--- config.mk ---
export PLATFORM = sky130hd
export DESIGN_NAME = h264_sps_size_rate_parser
export DESIGN_NICKNAME = d
export VERILOG_FILES = /design/src/hw/rtl/hsps_pkg.sv /design/src/hw/rtl/hsps_front.sv /design/src/hw/rtl/hsps_fifo.sv /design/src/hw/rtl/hsps_parse.sv /design/src/hw/rtl/h264_sps_size_rate_parser.sv
export SDC_FILE = /design/constraint.sdc
export NUM_CORES = 1
export LEC_CHECK = 0
export BUFFER_PORTS_ARGS = -buffer_cell sky130_fd_sc_hd__buf_4
export CORE_MARGIN = 4
export CORE_UTILIZATION = 25
export CTS_BUF_LIST = sky130_fd_sc_hd__clkbuf_8
export DETAILED_ROUTE_END_ITERATION = 12
export GPL_TIMING_DRIVEN = 0
export PLACE_DENSITY = 0.37
export SETUP_SLACK_MARGIN = 0.4
export SLEW_MARGIN = 20
export SYNTH_ARGS = -nofsm -noshare
export SYNTH_HDL_FRONTEND = slang
export SYNTH_SLANG_ARGS = --single-unit
--- constraint.sdc ---
create_clock -name clk -period 8.5 [get_ports clk]
set_clock_uncertainty 0.1 [all_clocks]
set_input_delay 1.275 -clock clk [delete_from_list [all_inputs] [get_ports clk]]
set_output_delay 1.275 -clock clk [all_outputs]
set_load 0.05 [all_outputs]
--- src/hw/rtl/hsps_pkg.sv ---
`default_nettype none
package hsps_pkg;

	typedef enum logic [5:0] {
		PH_HDR, PH_PROF, PH_CONS, PH_LEVEL, PH_SPSID, PH_CHROMA, PH_RESID,
		PH_BDL, PH_BDC, PH_BYPASS, PH_SMP, PH_LISTFLAG, PH_DELTA, PH_LOG2FN,
		PH_POCTYPE, PH_LOG2POC, PH_DPAZ, PH_ONRP, PH_OTTB, PH_NCYCLE, PH_OFFREF,
		PH_MAXREF, PH_GAPS, PH_WIDTH, PH_HEIGHT, PH_FMO, PH_MBAFF, PH_DIRECT,
		PH_CROPF, PH_CROPL, PH_CROPR, PH_CROPT, PH_CROPB, PH_VUI, PH_ARFLAG,
		PH_ARIDC, PH_SARW, PH_SARH, PH_OVFLAG, PH_OVAPP, PH_VSFLAG, PH_VFMT,
		PH_FULLR, PH_CDFLAG, PH_CPRIM, PH_TRANS, PH_MATRIX, PH_CLFLAG, PH_CLTOP,
		PH_CLBOT, PH_TIMFLAG, PH_TICK, PH_SCALE, PH_DONE, PH_DONE_TIMED
	} phase_t;

	typedef enum logic [1:0] {
		ST_OK = 2'd0, ST_SHORT = 2'd1, ST_ZERO_TICK = 2'd2
	} status_t;

	// queue entry between the byte front end and the bit parser
	typedef struct packed {
		logic [7:0] data;
		logic       keep;
		logic       last;
	} entry_t;

	localparam logic [7:0] EMU_BYTE = 8'h03;
	localparam logic [7:0] LIST_LIMIT = 8'd224;

	function automatic logic [5:0] fixed_len(input phase_t ph);
		unique case (ph)
			PH_HDR, PH_PROF, PH_CONS, PH_LEVEL, PH_ARIDC, PH_CPRIM, PH_TRANS,
			PH_MATRIX: fixed_len = 6'd8;
			PH_SARW, PH_SARH: fixed_len = 6'd16;
			PH_VFMT: fixed_len = 6'd3;
			PH_TICK, PH_SCALE: fixed_len = 6'd32;
			PH_RESID, PH_BYPASS, PH_SMP, PH_LISTFLAG, PH_DPAZ, PH_GAPS, PH_FMO,
			PH_MBAFF, PH_DIRECT, PH_CROPF, PH_VUI, PH_ARFLAG, PH_OVFLAG,
			PH_OVAPP, PH_VSFLAG, PH_FULLR, PH_CDFLAG, PH_CLFLAG,
			PH_TIMFLAG: fixed_len = 6'd1;
			default: fixed_len = 6'd0;
		endcase
	endfunction

	function automatic logic high_profile(input logic [7:0] p);
		high_profile = (p == 8'd100) || (p == 8'd110) || (p == 8'd122) ||
			(p == 8'd244) || (p == 8'd44) || (p == 8'd83) || (p == 8'd86) ||
			(p == 8'd118);
	endfunction

	// first position after the scaling list holding position p (9 bits)
	function automatic logic [8:0] list_end(input logic [7:0] p);
		logic [7:0] q;
		q = p - 8'd96;
		if (p < 8'd96)
			list_end = {1'b0, p[7:4], 4'b0} + 9'd16;
		else
			list_end = 9'd96 + {1'b0, q[7:6], 6'b0} + 9'd64;
	endfunction

endpackage
`default_nettype wire

--- src/hw/rtl/hsps_front.sv ---
`default_nettype none
// Accept bytes, mark emulation prevention bytes for dropping, push to queue.
module hsps_front (
	input  wire logic            clk,
	input  wire logic            arst_n,
	input  wire logic            valid,
	output logic                 ready,
	input  wire logic [7:0]      data_byte,
	input  wire logic            last_byte,
	output logic                 push,
	output hsps_pkg::entry_t     push_entry,
	input  wire logic            full
);
	logic [1:0] zero_run_q;
	logic       emu;

	assign ready = !full;
	assign push = valid && ready;
	assign emu = (zero_run_q == 2'd2) && (data_byte == hsps_pkg::EMU_BYTE);
	assign push_entry.data = data_byte;
	assign push_entry.keep = !emu;
	assign push_entry.last = last_byte;

	// track the zero run; the last byte restarts it for the next unit
	always_ff @(posedge clk or negedge arst_n) begin
		if (!arst_n) begin
			zero_run_q <= 2'd0;
		end else if (push) begin
			if (last_byte || emu)
				zero_run_q <= 2'd0;
			else if (data_byte == 8'd0)
				zero_run_q <= (zero_run_q == 2'd2) ? 2'd2 : zero_run_q + 2'd1;
			else
				zero_run_q <= 2'd0;
		end
	end
endmodule
`default_nettype wire

--- src/hw/rtl/hsps_fifo.sv ---
`default_nettype none
// Two-entry queue between front end and parser.
module hsps_fifo (
	input  wire logic             clk,
	input  wire logic             arst_n,
	input  wire logic             push,
	input  wire hsps_pkg::entry_t push_entry,
	output logic                  full,
	input  wire logic             pop,
	output hsps_pkg::entry_t      pop_entry,
	output logic                  not_empty
);
	hsps_pkg::entry_t mem_q [2];
	logic       wr_q, rd_q;
	logic [1:0] cnt_q;

	assign full = (cnt_q == 2'd2);
	assign not_empty = (cnt_q != 2'd0);
	assign pop_entry = mem_q[rd_q];

	always_ff @(posedge clk) begin
		if (push)
			mem_q[wr_q] <= push_entry;
	end

	always_ff @(posedge clk or negedge arst_n) begin
		if (!arst_n) begin
			wr_q <= 1'b0;
			rd_q <= 1'b0;
			cnt_q <= 2'd0;
		end else begin
			if (push)
				wr_q <= !wr_q;
			if (pop)
				rd_q <= !rd_q;
			cnt_q <= cnt_q + {1'b0, push} - {1'b0, pop};
		end
	end
endmodule
`default_nettype wire

--- src/hw/rtl/hsps_parse.sv ---
`default_nettype none
// Bit-serial parser: one bit per cycle while a kept byte is held, then the result computation steps.
module hsps_parse #(
	parameter int CODE_BITS = 32
) (
	input  wire logic             clk,
	input  wire logic             arst_n,
	input  wire hsps_pkg::entry_t entry,
	input  wire logic             not_empty,
	output logic                  pop,
	output logic                  out_valid,
	input  wire logic             out_ready,
	output logic [15:0]           pic_width,
	output logic [15:0]           pic_height,
	output logic [7:0]            profile_code,
	output logic [7:0]            level_code,
	output logic [31:0]           frame_rate,
	output logic                  timing_present,
	output logic [1:0]            parse_status
);
	typedef enum logic [2:0] {
		S_IDLE, S_BITS, S_CALC, S_DIV, S_OUT
	} pstate_t;

	localparam logic [CODE_BITS-1:0] CMASK = '1;

	pstate_t          state_q, state_d;
	hsps_pkg::phase_t ph_q;
	logic [7:0]  byte_q;
	logic        last_q;
	logic [2:0]  bidx_q;
	logic [5:0]  bit_counter_q, golomb_zeros_q;
	logic [31:0] field_accum_q;
	logic [7:0]  loop_counter_q, scale_last_q, scale_next_q;
	logic [15:0] width_mbs_q, height_units_q, profile_level_q;
	logic [31:0] crop_h_q, crop_v_q, tick_q, scale_q;
	logic        frame_only_q;
	logic [5:0]  div_cnt_q;
	logic [32:0] rem_q;
	logic [31:0] quo_q;
	logic [32:0] divisor;

	logic        bit_in, take;
	logic [5:0]  flen;
	logic        fin;
	logic [31:0] fin_v;
	logic [31:0] acc_sh;

	assign bit_in = byte_q[bidx_q];
	assign flen = hsps_pkg::fixed_len(ph_q);
	assign acc_sh = {field_accum_q[30:0], bit_in};
	assign take = (state_q == S_BITS) && (ph_q < hsps_pkg::PH_DONE);
	assign divisor = {tick_q, 1'b0};

	// decide when a field completes and its value
	always_comb begin
		fin = 1'b0;
		fin_v = 32'd0;
		if (take) begin
			if (flen != 6'd0) begin
				fin = (bit_counter_q + 6'd1 >= flen);
				fin_v = acc_sh;
			end else if (bit_counter_q == 6'd0) begin
				fin = bit_in && (golomb_zeros_q == 6'd0);
			end else if (bit_counter_q == 6'd1) begin
				fin = 1'b1;
				fin_v = (acc_sh & 32'(CMASK)) - 32'd1 & 32'(CMASK);
			end
		end
	end

	// control sequencer
	always_comb begin
		state_d = state_q;
		pop = 1'b0;
		out_valid = (state_q == S_OUT);
		unique case (state_q)
			S_IDLE: if (not_empty) begin
				pop = 1'b1;
				state_d = entry.keep ? S_BITS : (entry.last ? S_CALC : S_IDLE);
			end
			S_BITS: if (bidx_q == 3'd0)
				state_d = last_q ? S_CALC : S_IDLE;
			S_CALC: state_d = (ph_q == hsps_pkg::PH_DONE_TIMED && tick_q != 32'd0)
				? S_DIV : S_OUT;
			S_DIV: if (div_cnt_q == 6'd0) state_d = S_OUT;
			S_OUT: if (out_ready) state_d = S_IDLE;
			default: state_d = S_IDLE;
		endcase
	end

	always_ff @(posedge clk or negedge arst_n) begin
		if (!arst_n)
			state_q <= S_IDLE;
		else
			state_q <= state_d;
	end

	// byte register
	always_ff @(posedge clk) begin
		if (pop) begin
			byte_q <= entry.data;
			last_q <= entry.last;
			bidx_q <= 3'd7;
		end else if (state_q == S_BITS) begin
			bidx_q <= bidx_q - 3'd1;
		end
	end

	// parse state, datapath and result registers
	always_ff @(posedge clk or negedge arst_n) begin
		logic [8:0]  lend;
		logic [7:0]  dlt, lc;
		logic [32:0] sum;
		logic [20:0] w, h, sh, sv;
		logic [33:0] subh, subv;
		if (!arst_n) begin
			ph_q <= hsps_pkg::PH_HDR;
			bit_counter_q <= '0;
			golomb_zeros_q <= '0;
			field_accum_q <= '0;
			loop_counter_q <= '0;
			scale_last_q <= 8'd8;
			scale_next_q <= 8'd8;
			width_mbs_q <= '0;
			height_units_q <= '0;
			crop_h_q <= '0;
			crop_v_q <= '0;
			frame_only_q <= 1'b1;
			tick_q <= '0;
			scale_q <= '0;
			profile_level_q <= '0;
			div_cnt_q <= '0;
			rem_q <= '0;
			quo_q <= '0;
			pic_width <= '0;
			pic_height <= '0;
			profile_code <= '0;
			level_code <= '0;
			frame_rate <= '0;
			timing_present <= 1'b0;
			parse_status <= '0;
		end else if (take) begin
			if (fin) begin
				// field complete: clear the accumulator and advance the syntax walk
				field_accum_q <= '0;
				bit_counter_q <= '0;
				golomb_zeros_q <= '0;
				lend = '0; dlt = '0; lc = '0; sum = '0;
				unique case (ph_q)
					hsps_pkg::PH_HDR: ph_q <= hsps_pkg::PH_PROF;
					hsps_pkg::PH_PROF: begin
						profile_level_q[15:8] <= fin_v[7:0];
						ph_q <= hsps_pkg::PH_CONS;
					end
					hsps_pkg::PH_CONS: ph_q <= hsps_pkg::PH_LEVEL;
					hsps_pkg::PH_LEVEL: begin
						profile_level_q[7:0] <= fin_v[7:0];
						ph_q <= hsps_pkg::PH_SPSID;
					end
					hsps_pkg::PH_SPSID: ph_q <= hsps_pkg::high_profile(profile_level_q[15:8])
						? hsps_pkg::PH_CHROMA : hsps_pkg::PH_LOG2FN;
					hsps_pkg::PH_CHROMA: ph_q <= (fin_v == 32'd3)
						? hsps_pkg::PH_RESID : hsps_pkg::PH_BDL;
					hsps_pkg::PH_RESID: ph_q <= hsps_pkg::PH_BDL;
					hsps_pkg::PH_BDL: ph_q <= hsps_pkg::PH_BDC;
					hsps_pkg::PH_BDC: ph_q <= hsps_pkg::PH_BYPASS;
					hsps_pkg::PH_BYPASS: ph_q <= hsps_pkg::PH_SMP;
					hsps_pkg::PH_SMP: begin
						loop_counter_q <= '0;
						ph_q <= fin_v[0] ? hsps_pkg::PH_LISTFLAG : hsps_pkg::PH_LOG2FN;
					end
					hsps_pkg::PH_LISTFLAG: begin
						if (fin_v[0]) begin
							scale_last_q <= 8'd8;
							scale_next_q <= 8'd8;
							ph_q <= hsps_pkg::PH_DELTA;
						end else begin
							lend = hsps_pkg::list_end(loop_counter_q);
							loop_counter_q <= lend[7:0];
							ph_q <= (lend[7:0] >= hsps_pkg::LIST_LIMIT)
								? hsps_pkg::PH_LOG2FN : hsps_pkg::PH_LISTFLAG;
						end
					end
					hsps_pkg::PH_DELTA: begin
						dlt = fin_v[0] ? fin_v[8:1] + 8'd1 : 8'd0 - fin_v[8:1];
						dlt = dlt + scale_last_q;
						scale_next_q <= dlt;
						if (dlt != 8'd0)
							scale_last_q <= dlt;
						lend = hsps_pkg::list_end(loop_counter_q);
						lc = (dlt == 8'd0) ? lend[7:0] : loop_counter_q + 8'd1;
						loop_counter_q <= lc;
						if (lc >= hsps_pkg::LIST_LIMIT)
							ph_q <= hsps_pkg::PH_LOG2FN;
						else if ({1'b0, lc} == lend)
							ph_q <= hsps_pkg::PH_LISTFLAG;
						else
							ph_q <= hsps_pkg::PH_DELTA;
					end
					hsps_pkg::PH_LOG2FN: ph_q <= hsps_pkg::PH_POCTYPE;
					hsps_pkg::PH_POCTYPE: ph_q <= (fin_v == 32'd0) ? hsps_pkg::PH_LOG2POC
						: (fin_v == 32'd1) ? hsps_pkg::PH_DPAZ : hsps_pkg::PH_MAXREF;
					hsps_pkg::PH_LOG2POC: ph_q <= hsps_pkg::PH_MAXREF;
					hsps_pkg::PH_DPAZ: ph_q <= hsps_pkg::PH_ONRP;
					hsps_pkg::PH_ONRP: ph_q <= hsps_pkg::PH_OTTB;
					hsps_pkg::PH_OTTB: ph_q <= hsps_pkg::PH_NCYCLE;
					hsps_pkg::PH_NCYCLE: begin
						lc = (fin_v > 32'd255) ? 8'd255 : fin_v[7:0];
						loop_counter_q <= lc;
						ph_q <= (lc != 8'd0) ? hsps_pkg::PH_OFFREF : hsps_pkg::PH_MAXREF;
					end
					hsps_pkg::PH_OFFREF: begin
						lc = loop_counter_q - 8'd1;
						loop_counter_q <= lc;
						ph_q <= (lc != 8'd0) ? hsps_pkg::PH_OFFREF : hsps_pkg::PH_MAXREF;
					end
					hsps_pkg::PH_MAXREF: ph_q <= hsps_pkg::PH_GAPS;
					hsps_pkg::PH_GAPS: ph_q <= hsps_pkg::PH_WIDTH;
					hsps_pkg::PH_WIDTH: begin
						width_mbs_q <= (fin_v >= 32'd65535) ? 16'hFFFF : fin_v[15:0] + 16'd1;
						ph_q <= hsps_pkg::PH_HEIGHT;
					end
					hsps_pkg::PH_HEIGHT: begin
						height_units_q <= (fin_v >= 32'd65535) ? 16'hFFFF
							: fin_v[15:0] + 16'd1;
						ph_q <= hsps_pkg::PH_FMO;
					end
					hsps_pkg::PH_FMO: begin
						frame_only_q <= fin_v[0];
						ph_q <= fin_v[0] ? hsps_pkg::PH_DIRECT : hsps_pkg::PH_MBAFF;
					end
					hsps_pkg::PH_MBAFF: ph_q <= hsps_pkg::PH_DIRECT;
					hsps_pkg::PH_DIRECT: ph_q <= hsps_pkg::PH_CROPF;
					hsps_pkg::PH_CROPF: ph_q <= fin_v[0] ? hsps_pkg::PH_CROPL
						: hsps_pkg::PH_VUI;
					hsps_pkg::PH_CROPL, hsps_pkg::PH_CROPR: begin
						sum = {1'b0, crop_h_q} + {1'b0, fin_v};
						crop_h_q <= sum[32] ? 32'hFFFF_FFFF : sum[31:0];
						ph_q <= (ph_q == hsps_pkg::PH_CROPL) ? hsps_pkg::PH_CROPR
							: hsps_pkg::PH_CROPT;
					end
					hsps_pkg::PH_CROPT, hsps_pkg::PH_CROPB: begin
						sum = {1'b0, crop_v_q} + {1'b0, fin_v};
						crop_v_q <= sum[32] ? 32'hFFFF_FFFF : sum[31:0];
						ph_q <= (ph_q == hsps_pkg::PH_CROPT) ? hsps_pkg::PH_CROPB
							: hsps_pkg::PH_VUI;
					end
					hsps_pkg::PH_VUI: ph_q <= fin_v[0] ? hsps_pkg::PH_ARFLAG
						: hsps_pkg::PH_DONE;
					hsps_pkg::PH_ARFLAG: ph_q <= fin_v[0] ? hsps_pkg::PH_ARIDC
						: hsps_pkg::PH_OVFLAG;
					hsps_pkg::PH_ARIDC: ph_q <= (fin_v == 32'd255) ? hsps_pkg::PH_SARW
						: hsps_pkg::PH_OVFLAG;
					hsps_pkg::PH_SARW: ph_q <= hsps_pkg::PH_SARH;
					hsps_pkg::PH_SARH: ph_q <= hsps_pkg::PH_OVFLAG;
					hsps_pkg::PH_OVFLAG: ph_q <= fin_v[0] ? hsps_pkg::PH_OVAPP
						: hsps_pkg::PH_VSFLAG;
					hsps_pkg::PH_OVAPP: ph_q <= hsps_pkg::PH_VSFLAG;
					hsps_pkg::PH_VSFLAG: ph_q <= fin_v[0] ? hsps_pkg::PH_VFMT
						: hsps_pkg::PH_CLFLAG;
					hsps_pkg::PH_VFMT: ph_q <= hsps_pkg::PH_FULLR;
					hsps_pkg::PH_FULLR: ph_q <= hsps_pkg::PH_CDFLAG;
					hsps_pkg::PH_CDFLAG: ph_q <= fin_v[0] ? hsps_pkg::PH_CPRIM
						: hsps_pkg::PH_CLFLAG;
					hsps_pkg::PH_CPRIM: ph_q <= hsps_pkg::PH_TRANS;
					hsps_pkg::PH_TRANS: ph_q <= hsps_pkg::PH_MATRIX;
					hsps_pkg::PH_MATRIX: ph_q <= hsps_pkg::PH_CLFLAG;
					hsps_pkg::PH_CLFLAG: ph_q <= fin_v[0] ? hsps_pkg::PH_CLTOP
						: hsps_pkg::PH_TIMFLAG;
					hsps_pkg::PH_CLTOP: ph_q <= hsps_pkg::PH_CLBOT;
					hsps_pkg::PH_CLBOT: ph_q <= hsps_pkg::PH_TIMFLAG;
					hsps_pkg::PH_TIMFLAG: ph_q <= fin_v[0] ? hsps_pkg::PH_TICK
						: hsps_pkg::PH_DONE;
					hsps_pkg::PH_TICK: begin
						tick_q <= fin_v;
						ph_q <= hsps_pkg::PH_SCALE;
					end
					hsps_pkg::PH_SCALE: begin
						scale_q <= fin_v;
						ph_q <= hsps_pkg::PH_DONE_TIMED;
					end
					default: ph_q <= ph_q;
				endcase
			end else if (flen != 6'd0) begin
				// accumulate bits of a fixed-width field
				field_accum_q <= acc_sh;
				bit_counter_q <= bit_counter_q + 6'd1;
			end else if (bit_counter_q == 6'd0) begin
				// count leading zeros, then load the implicit leading one
				if (!bit_in) begin
					if (golomb_zeros_q < 6'd63)
						golomb_zeros_q <= golomb_zeros_q + 6'd1;
				end else if (golomb_zeros_q != 6'd0) begin
					bit_counter_q <= golomb_zeros_q;
					field_accum_q <= 32'd1;
				end
			end else begin
				field_accum_q <= acc_sh & 32'(CMASK);
				bit_counter_q <= bit_counter_q - 6'd1;
			end
		end else if (state_q == S_CALC) begin
			// sizes: crop unit 2, floor 0, ceiling 65535
			w = {1'b0, width_mbs_q, 4'b0};
			h = frame_only_q ? {1'b0, height_units_q, 4'b0} : {height_units_q, 5'b0};
			subh = {1'b0, crop_h_q, 1'b0};
			subv = {1'b0, crop_v_q, 1'b0};
			sh = w - subh[20:0];
			sv = h - subv[20:0];
			pic_width <= (subh >= {13'd0, w}) ? 16'd0 : (sh > 21'd65535) ? 16'hFFFF
				: sh[15:0];
			pic_height <= (subv >= {13'd0, h}) ? 16'd0 : (sv > 21'd65535) ? 16'hFFFF
				: sv[15:0];
			profile_code <= profile_level_q[15:8];
			level_code <= profile_level_q[7:0];
			timing_present <= (ph_q == hsps_pkg::PH_DONE_TIMED);
			frame_rate <= '0;
			if (ph_q < hsps_pkg::PH_VUI)
				parse_status <= hsps_pkg::ST_SHORT;
			else if (ph_q == hsps_pkg::PH_DONE_TIMED && tick_q == 32'd0)
				parse_status <= hsps_pkg::ST_ZERO_TICK;
			else
				parse_status <= hsps_pkg::ST_OK;
			rem_q <= '0;
			quo_q <= scale_q;
			div_cnt_q <= 6'd31;
		end else if (state_q == S_DIV) begin
			// restoring division, one quotient bit per cycle
			sum = {rem_q[31:0], quo_q[31]};
			if ({1'b0, sum} >= {1'b0, divisor}) begin
				rem_q <= sum - divisor;
				quo_q <= {quo_q[30:0], 1'b1};
			end else begin
				rem_q <= sum;
				quo_q <= {quo_q[30:0], 1'b0};
			end
			if (div_cnt_q == 6'd0)
				frame_rate <= {quo_q[30:0], ({1'b0, sum} >= {1'b0, divisor})};
			else
				div_cnt_q <= div_cnt_q - 6'd1;
		end else if (state_q == S_OUT && out_ready) begin
			// back to reset state for the next unit
			ph_q <= hsps_pkg::PH_HDR;
			bit_counter_q <= '0;
			golomb_zeros_q <= '0;
			field_accum_q <= '0;
			loop_counter_q <= '0;
			scale_last_q <= 8'd8;
			scale_next_q <= 8'd8;
			width_mbs_q <= '0;
			height_units_q <= '0;
			crop_h_q <= '0;
			crop_v_q <= '0;
			frame_only_q <= 1'b1;
			tick_q <= '0;
			scale_q <= '0;
			profile_level_q <= '0;
		end
	end
endmodule
`default_nettype wire

--- src/hw/rtl/h264_sps_size_rate_parser.sv ---
`default_nettype none
// H.264 sequence parameter set parser. Bytes of one SPS NAL unit (header
// first) enter on in_valid/in_ready; emulation prevention bytes are dropped
// and the fields are decoded one bit per clock while a kept byte is held; a
// kept byte is taken from the queue and then its eight bits are parsed, a
// dropped byte only taken from the queue. On the byte marked last the block
// gives one result on out_valid/out_ready: cropped width and height (crop
// unit 2, saturated), profile, level and frame rate. The result is presented
// after the compute step, then bit-serial division if timing is present with
// a nonzero tick; the parser returns to idle on the result transfer and then
// takes the next byte. A two-entry queue lets the byte front end run ahead.
module h264_sps_size_rate_parser #(
	parameter int CODE_BITS = 32
) (
	input  wire logic        clk,
	input  wire logic        arst_n,
	input  wire logic        in_valid,
	output logic             in_ready,
	input  wire logic [7:0]  data_byte,
	input  wire logic        last_byte,
	output logic             out_valid,
	input  wire logic        out_ready,
	output logic [15:0]      pic_width,
	output logic [15:0]      pic_height,
	output logic [7:0]       profile_code,
	output logic [7:0]       level_code,
	output logic [31:0]      frame_rate,
	output logic             timing_present,
	output logic [1:0]       parse_status
);
	logic             push, full, pop, not_empty;
	hsps_pkg::entry_t push_entry, pop_entry;

	hsps_front u_front (
		.clk, .arst_n, .valid(in_valid), .ready(in_ready), .data_byte,
		.last_byte, .push, .push_entry, .full
	);

	hsps_fifo u_fifo (
		.clk, .arst_n, .push, .push_entry, .full, .pop, .pop_entry, .not_empty
	);

	hsps_parse #(.CODE_BITS(CODE_BITS)) u_parse (
		.clk, .arst_n, .entry(pop_entry), .not_empty, .pop, .out_valid,
		.out_ready, .pic_width, .pic_height, .profile_code, .level_code,
		.frame_rate, .timing_present, .parse_status
	);
endmodule
`default_nettype wire
==> metrics.md, run 1 <==
| Metric | Value |
|---|---|
| Critical path buffer and inverter count | 9 |
| EDFF count, synth | 29 |
| Fmax | 130 MHz |
| PD cells | 410 nW/um2 |
| Final setup violating endpoints | 0 |
| Ys Warns | 0 |
| Largest net degree at the start of global routing | 88 |
| RSZ-0062 raised after global routing | false |
| Final period util | 0.903 |
| Gr ovfl total | 0 |
| Layout Nets | between 3000 and 4000 |
| Initial antenna violation count | 7 |
| Mapped Area | 29300 um2 |
| CTS root buf | clkbuf_8 |
| Initial Util | 0.252 |
| Crit-path slowest cell | or4b_2 |
| Final wirelength | 108000 um |
| Critical path fanouts, max | 10 |
| Design Area, Final | 34400 um2 |
| Static leakage | roughly 16 nW |
| Status | finished clean |
| Clock H-tree levels | 3 |
| Vias in the first global route | 25900 |
| Hold Violations, Final | 0 |
| Main flop type after synthesis | dfrtp_1 |
| WL/cell | 20.9 um |
| Critical Path RT | 9.04 ns |
| Layout filler cell count | 12600 |
| Area Growth Syn to Fin | 17.2% |
| Max-cap check violation count | 0 |
| DIE HEIGHT | 351 um |
| CP arrival | 8.21 ns |
| CTS tree | done |
| Hold Buf Count CTS | 0 |
| CTS sink count | 436 |
| Slew headroom | 0.239 |
| Critical path's top delay family | simple AND/OR/NAND/NOR gates |
| Via Count | 25700 |
| Min Tclk post-route | approximately 7.7 ns |
| Peak VDD IR | 0.000139 V |
| Clk Latency, worst-skew pair | 0.78 ns |
| Commonest cells post-synth | nand2_1 (423), dfrtp_1 (402), o21ai_0 (292), nor2_1 (276), ha_1 (208) |
| Core box area | 116000 um2 |
| Share of layout cells above drive strength 1 | 0.119 |
| First-pass GRT wire length | 164000 um |
| Vias per cell | ~5.0 |
| Min-Delay Path Class | input pin to async pin |
| GRT Overall Usage | 0.174 |
| Register area share after synthesis | 0.376 |
| DRT iter0 DRCs | 1528 |
| Die area | 123000 um2 |
| # DRC | 0 |
| FFs w/ async S/R, synth | 0.927 |
| Routability cong. | just under 0.9 |
| Area leader, netlist | dfrtp_1 |
| Crit path kind | flop to flop |
| Final ANT Viol Nets | 0 |
| Mapped Cells | 3361 |
| Setup crit end kind | flop |
| Fin. max-slew vios | 0 |
| Drt pass-1 iters | 5 |
| Post-layout util | 0.296 |
| Unique cell type count in the Yosys netlist | 100 |
| CP Launch Type | flop |
| Row count | 125 |
| Top-count cell post-synth | nand2_1 |
| Worst-path clk slew | 0.06 ns |
| Proportion of netlist area held by the largest area contributor | 0.343 |
| #FFs+latches synth | 436 |
| Top cells by area, synth | dfrtp_1 (34%), ha_1 (8.9%), nand2_1 (5.4%) |
| Mean Syn Cell Area | 8.73 um2 |
| DP Area | 32200 um2 |
| Placed wire-length estimate | between 80000 and 90000 um |
| Die W | 351 um |
| Top cell by count, worst path | ha_1 |
| Io pins | 98 |
| Total CTS buffers | 90 |
| IO buf count | 97 |
| CTS max path bufs | 3 |
| Slew @ Worst Pin | about 1.1 ns |
| Max incr delay on CP | roughly 0.65 ns |
| Syn_nets | 3586 |
[final timing paths]
path	slack, ns	to	cells past startpoint	start
worst min-delay path	0.31	u_front.zero_run_q[0]	1	arst_n
max in group asynchronous	6.43	u_parse.pic_height[8]	4	arst_n
worst max register to register	0.83	u_parse.loop_counter_q[7]	32	u_parse.ph_q[1]
worst min register to register	0.37	u_parse.scale_last_q[3]	2	u_parse.scale_last_q[3]
worst max-delay path	0.83	u_parse.loop_counter_q[7]	32	u_parse.ph_q[1]
min in group clk	0.37	u_parse.scale_last_q[3]	2	u_parse.scale_last_q[3]
[metal layers]
layer	GRT usage	vias up	wire, um
li1	-	12500	-
met1	0.236	12600	50400
met2	0.290	519	50900
met3	0.0243	132	3700
met4	0.0466	0	2560
met5	0	-	0
[cells in the final DEF, fill, tap and decap left out, drive strengths merged, types with 17 or more instances in the layout]
master,count
mux2,69
nand2b,48
o21ai,308
clkbuf,249
a22o,76
o21a,20
nand4,22
xnor2,116
and3,23
nor2b,35
nor3,73
a21o,65
o22ai,28
o211ai,17
mux2i,58
a211oi,20
buf,147
nand3,59
nand2,423
xor2,56
o31ai,19
o21bai,17
or2,17
ha,208
dfrtp,402
or3,28
nor4,39
edfxtp,29
a21oi,190
nor2,276
a31oi,52
inv,210
[what timing repair did]
action,in CTS,in global routing
buffers inserted,1,7
pin swaps,2,3
gates cloned,0,0
endpoints found under the setup margin,83,82
resized for setup,18,21
[stage by stage]
step,hold WS (ns),total power (W),instances,setup slack [ns],TNS (ns)
2_1_floorplan,0.335,0.00889,3361,1.77,0
3_3_place_gp,0.355,0.0116,4982,-1.44,-89.27
3_5_place_dp,0.361,0.0116,4988,-0.715,-32.06
4_1_cts,0.228,0.0143,5151,0.403,0
5_1_grt,0.274,0.0153,5159,0.454,0
6_report,0.309,0.0141,5160,0.829,0
[worst register-to-register path: cells and delay by family (launching register included)]
kind,cells,cell delay [ns]
flip-flops,1,0.48
AND/OR/NAND/NOR,10,2.04
AO/OA/AOI/OAI,7,1.68
buffers and inverters,9,1.65
XOR/XNOR,2,0.39
adder cells (fa/ha/maj),4,1.19
[state kept, by name, summed over array words and instances, names as in the netlist, 8 cells and up]
name and count:
u_parse.width_mbs_q 16, u_parse.quo_q 32, u_parse.crop_h_q 32, u_parse.rem_q 32
u_parse.scale_last_q 8, u_parse.pic_height 16, u_parse.byte_q 8, u_parse.frame_rate 32
u_parse.profile_code 8, u_parse.loop_counter_q 8, u_parse.field_accum_q 31, u_parse.tick_q 32
u_parse.level_code 8, u_parse.height_units_q 16, u_parse.profile_level_q 16, u_parse.crop_v_q 32
u_parse.scale_q 32, u_parse.pic_width 16, u_fifo.mem_q 20
[kinds of logic after synthesis]
family                   Yosys count  synth area share
XOR/XNOR                         172            0.0513
adder cells (fa/ha/maj)          212            0.0914
multiplexers                     129            0.0480
buffers and inverters            355            0.0474
AO/OA/AOI/OAI                    941             0.208
AND/OR/NAND/NOR                 1116             0.178
flip-flops                       436             0.376
[final cells by class]
type / count / area, um2 / share of cell area
Buffer: 168 / 711 / 0.0207
Clock inverter: 45 / 457 / 0.0133
Tap cell: 1524 / 1910 / 0.0554
Timing Repair Buffer: 111 / 945 / 0.0275
Antenna cell: 2 / 5.00 / 0.000145
Inverter: 187 / 706 / 0.0205
Clock buffer: 117 / 1610 / 0.0468
Multi-Input combinational cell: 2570 / 17000 / 0.495
Sequential cell: 436 / 11000 / 0.321
[report_power, final]
part / switching [W] / internal (W)
Clock: 0.00108 / 0.00149
Sequential: 0.000495 / 0.00269
Combinational: 0.00542 / 0.00294
Total: 0.00699 / 0.00711
Power figures use the tool's default switching activity.
==> inputs of run 2 (changes only) <==
--- a/config.mk
+++ b/config.mk
@@ -11,7 +11,7 @@
 export CTS_BUF_LIST = sky130_fd_sc_hd__clkbuf_8
 export DETAILED_ROUTE_END_ITERATION = 12
 export GPL_TIMING_DRIVEN = 0
-export PLACE_DENSITY = 0.37
+export PLACE_DENSITY = 0.42
 export SETUP_SLACK_MARGIN = 0.4
 export SLEW_MARGIN = 20
 export SYNTH_ARGS = -nofsm -noshare
==> run 2 against run 1 <==
Combinational power decreased by 0.8%. Final cell count down 0.31%. Sequential power about the same. Global-route usage shrank 0.88 points. Clock power decreased by 14%. Die area is the same. Sequential cell count is the same. Critical path depth decreased by 3. Fmax decreased by 1.2%. Cell area decreased by 1.2%. Hold slack gained 0.049 ns. Setup slack got worse by 0.089 ns. Critical path type unchanged. Largest cell class unchanged. Largest power group unchanged. Highest routed layer unchanged.
==> metrics.md, run 2 (same netlist as run 1, synthesis figures left out) <==
| Metric | Value |
|---|---|
| Status | finished clean |
| Critical path launch point | u_parse.ph_q[2] |
| Worst-path clk slew | 0.07 ns |
| Vias in the first global route | roughly 26000 |
| Gr ovfl total | 0 |
| Row count | 125 |
| Reg2Reg Depth | 29 |
| Setup crit end kind | flop |
| Final setup violating endpoints | 0 |
| Slew @ Worst Pin | approximately 1.2 ns |
| RSZ-0062 raised after global routing | true |
| WL/cell | 20.1 um |
| Drt pass-1 iters | 5 |
| Max-cap check violation count | 0 |
| CTS max path bufs | 3 |
| # DRC | 0 |
| Via Count | 25700 |
| Setup tns final | 0 ns |
| CTS sink count | about 440 |
| Worst min-delay path startpoint | u_parse.profile_level_q[1] |
| Initial antenna violation count | 6 |
| Die area | 123000 um2 |
| GRT Overall Usage | 0.165 |
| Critical path buffer and inverter count | 9 |
| Area of the multi-input gates | 17000 um2 |
| Layout Nets | roughly 3800 |
| Min Tclk post-route | 7.76 ns |
| Layout Cells excl Fill | 5144 |
| Final ANT Viol Nets | 0 |
| Io pins | 98 |
| Critical path fanouts, max | 10 |
| Share of layout cells above drive strength 1 | 0.109 |
| PD cells | 402 nW/um2 |
| Reg2Reg Capture Point | u_parse.ph_q[0] |
| Crit-path slowest cell | clkbuf_1 |
| Critical Path RT | 9.05 ns |
| Layout filler cell count | between 10000 and 15000 |
| Max incr delay on CP | ~0.73 ns |
| Routability cong. | roughly 0.86 |
| Die W | 351 um |
| Min-Delay Path Class | flop to flop |
| First-pass GRT wire length | 157000 um |
| DIE HEIGHT | 351 um |
| CP arrival | 8.31 ns |
| Final period util | 0.913 |
| Fmax | 129 MHz |
| Area occupied by registers | 11000 um2 |
| Static leakage | 15.5 nW |
| RR Startpoint | u_parse.ph_q[2] |
| Clock H-tree levels | 3 |
| Clk Latency, worst-skew pair | 0.74 ns |
| IO buf count | 97 |
| Post-layout util | 0.292 |
| Worst Hold Endpoint | u_parse.level_code[1] |
| Fin. max-slew vios | 0 |
| Worst hold path cell count | 2 |
| Peak VDD IR | 0.000168 V |
| CTS tree | done |
| Largest net degree at the start of global routing | 90 |
| DRT iter0 DRCs | 1733 |
| Hold Violations, Final | 0 |
| CTS root buf | clkbuf_8 |
| Vias per cell | 5.00 |
| Total CTS buffers | between 80 and 90 |
| Commonest cells after routing, fill and taps aside | nand2_1 (422), dfrtp_1 (402), o21ai_0 (292) |
| Initial Util | 0.252 |
| Slew headroom | 0.180 |
| Crit path kind | flop to flop |
| Critical path's top delay family | simple AND/OR/NAND/NOR gates |
| Area Growth Syn to Fin | 15.8% |
| Core box area | 116000 um2 |
| Inst Count DP | ~5000 |
| CP Launch Type | flop |
| Placed wire-length estimate | 77600 um |
| R2R Setup Slk | 0.74 ns |
| Most common cell after layout, fill and taps aside | nand2_1 |
| Final wirelength | 104000 um |
## run 2: metal layers
metal,part of all wire,vias to the layer above,global-route usage
met2,0.46,592,0.270
met5,0,-,0
met4,0.031,0,0.0574
met1,0.47,12500,0.223
met3,0.042,148,0.0222
li1,-,12400,-
## run 2: worst max-delay path by stage
stage,endpoint,cells past startpoint
final,u_parse.ph_q[0],29
after global routing,u_parse.crop_h_q[13],29
after CTS,u_parse.ph_q[0],31
after detailed placement,u_parse.crop_v_q[23],29
after global placement,u_parse.crop_v_q[28],24
after floorplan,u_parse.loop_counter_q[7],29
## run 2: where the power goes
part	switching (W)	internal (W)	total [W]	leakage [nW]
clock	0.00101	0.00119	0.00220	1.03
combinational	0.00537	0.00292	0.00829	8.75
sequential	0.000488	0.00269	0.00318	5.73
total	0.00686	0.00680	0.0137	15.5
## run 2: through the flow
step	setup WS (ns)	total power, W	cell area, um2	hold slack (ns)
2_1_floorplan	1.77	0.00889	29300	0.335
5_1_grt	0.383	0.0148	34000	0.392
3_5_place_dp	-0.709	0.0114	32100	0.357
6_report	0.739	0.0137	34000	0.358
3_3_place_gp	-1.17	0.0114	32000	0.352
4_1_cts	0.400	0.0138	33900	0.366
## run 2: worst reg2reg max path, delay by kind of cell, from the launching register on
family / cells / cell delay (ns)
flip-flops: 1 / 0.39
buffers and inverters: 9 / 2.29
adder cells (fa/ha/maj): 2 / 0.54
XOR/XNOR: 2 / 0.32
AO/OA/AOI/OAI: 7 / 1.51
multiplexers: 1 / 0.11
AND/OR/NAND/NOR: 8 / 2.46
## run 2: timing repair
item                       in CTS  in global routing
setup endpoints to repair      83                 81
gates resized for setup        16                 17
pin swaps                       1                  1
buffers inserted                1                  0
hold buffers                    0                  0
## run 2: area by class of cell
cell class,count,area share
clock buffers,102,0.0413
clock inverters,52,0.0101
inverters,187,0.0208
flip-flops and latches,436,0.325
repair buffers,103,0.0253
plain buffers,168,0.0209
well taps,1524,0.0561
multi-input cells,2570,0.500
diodes,2,0.000147
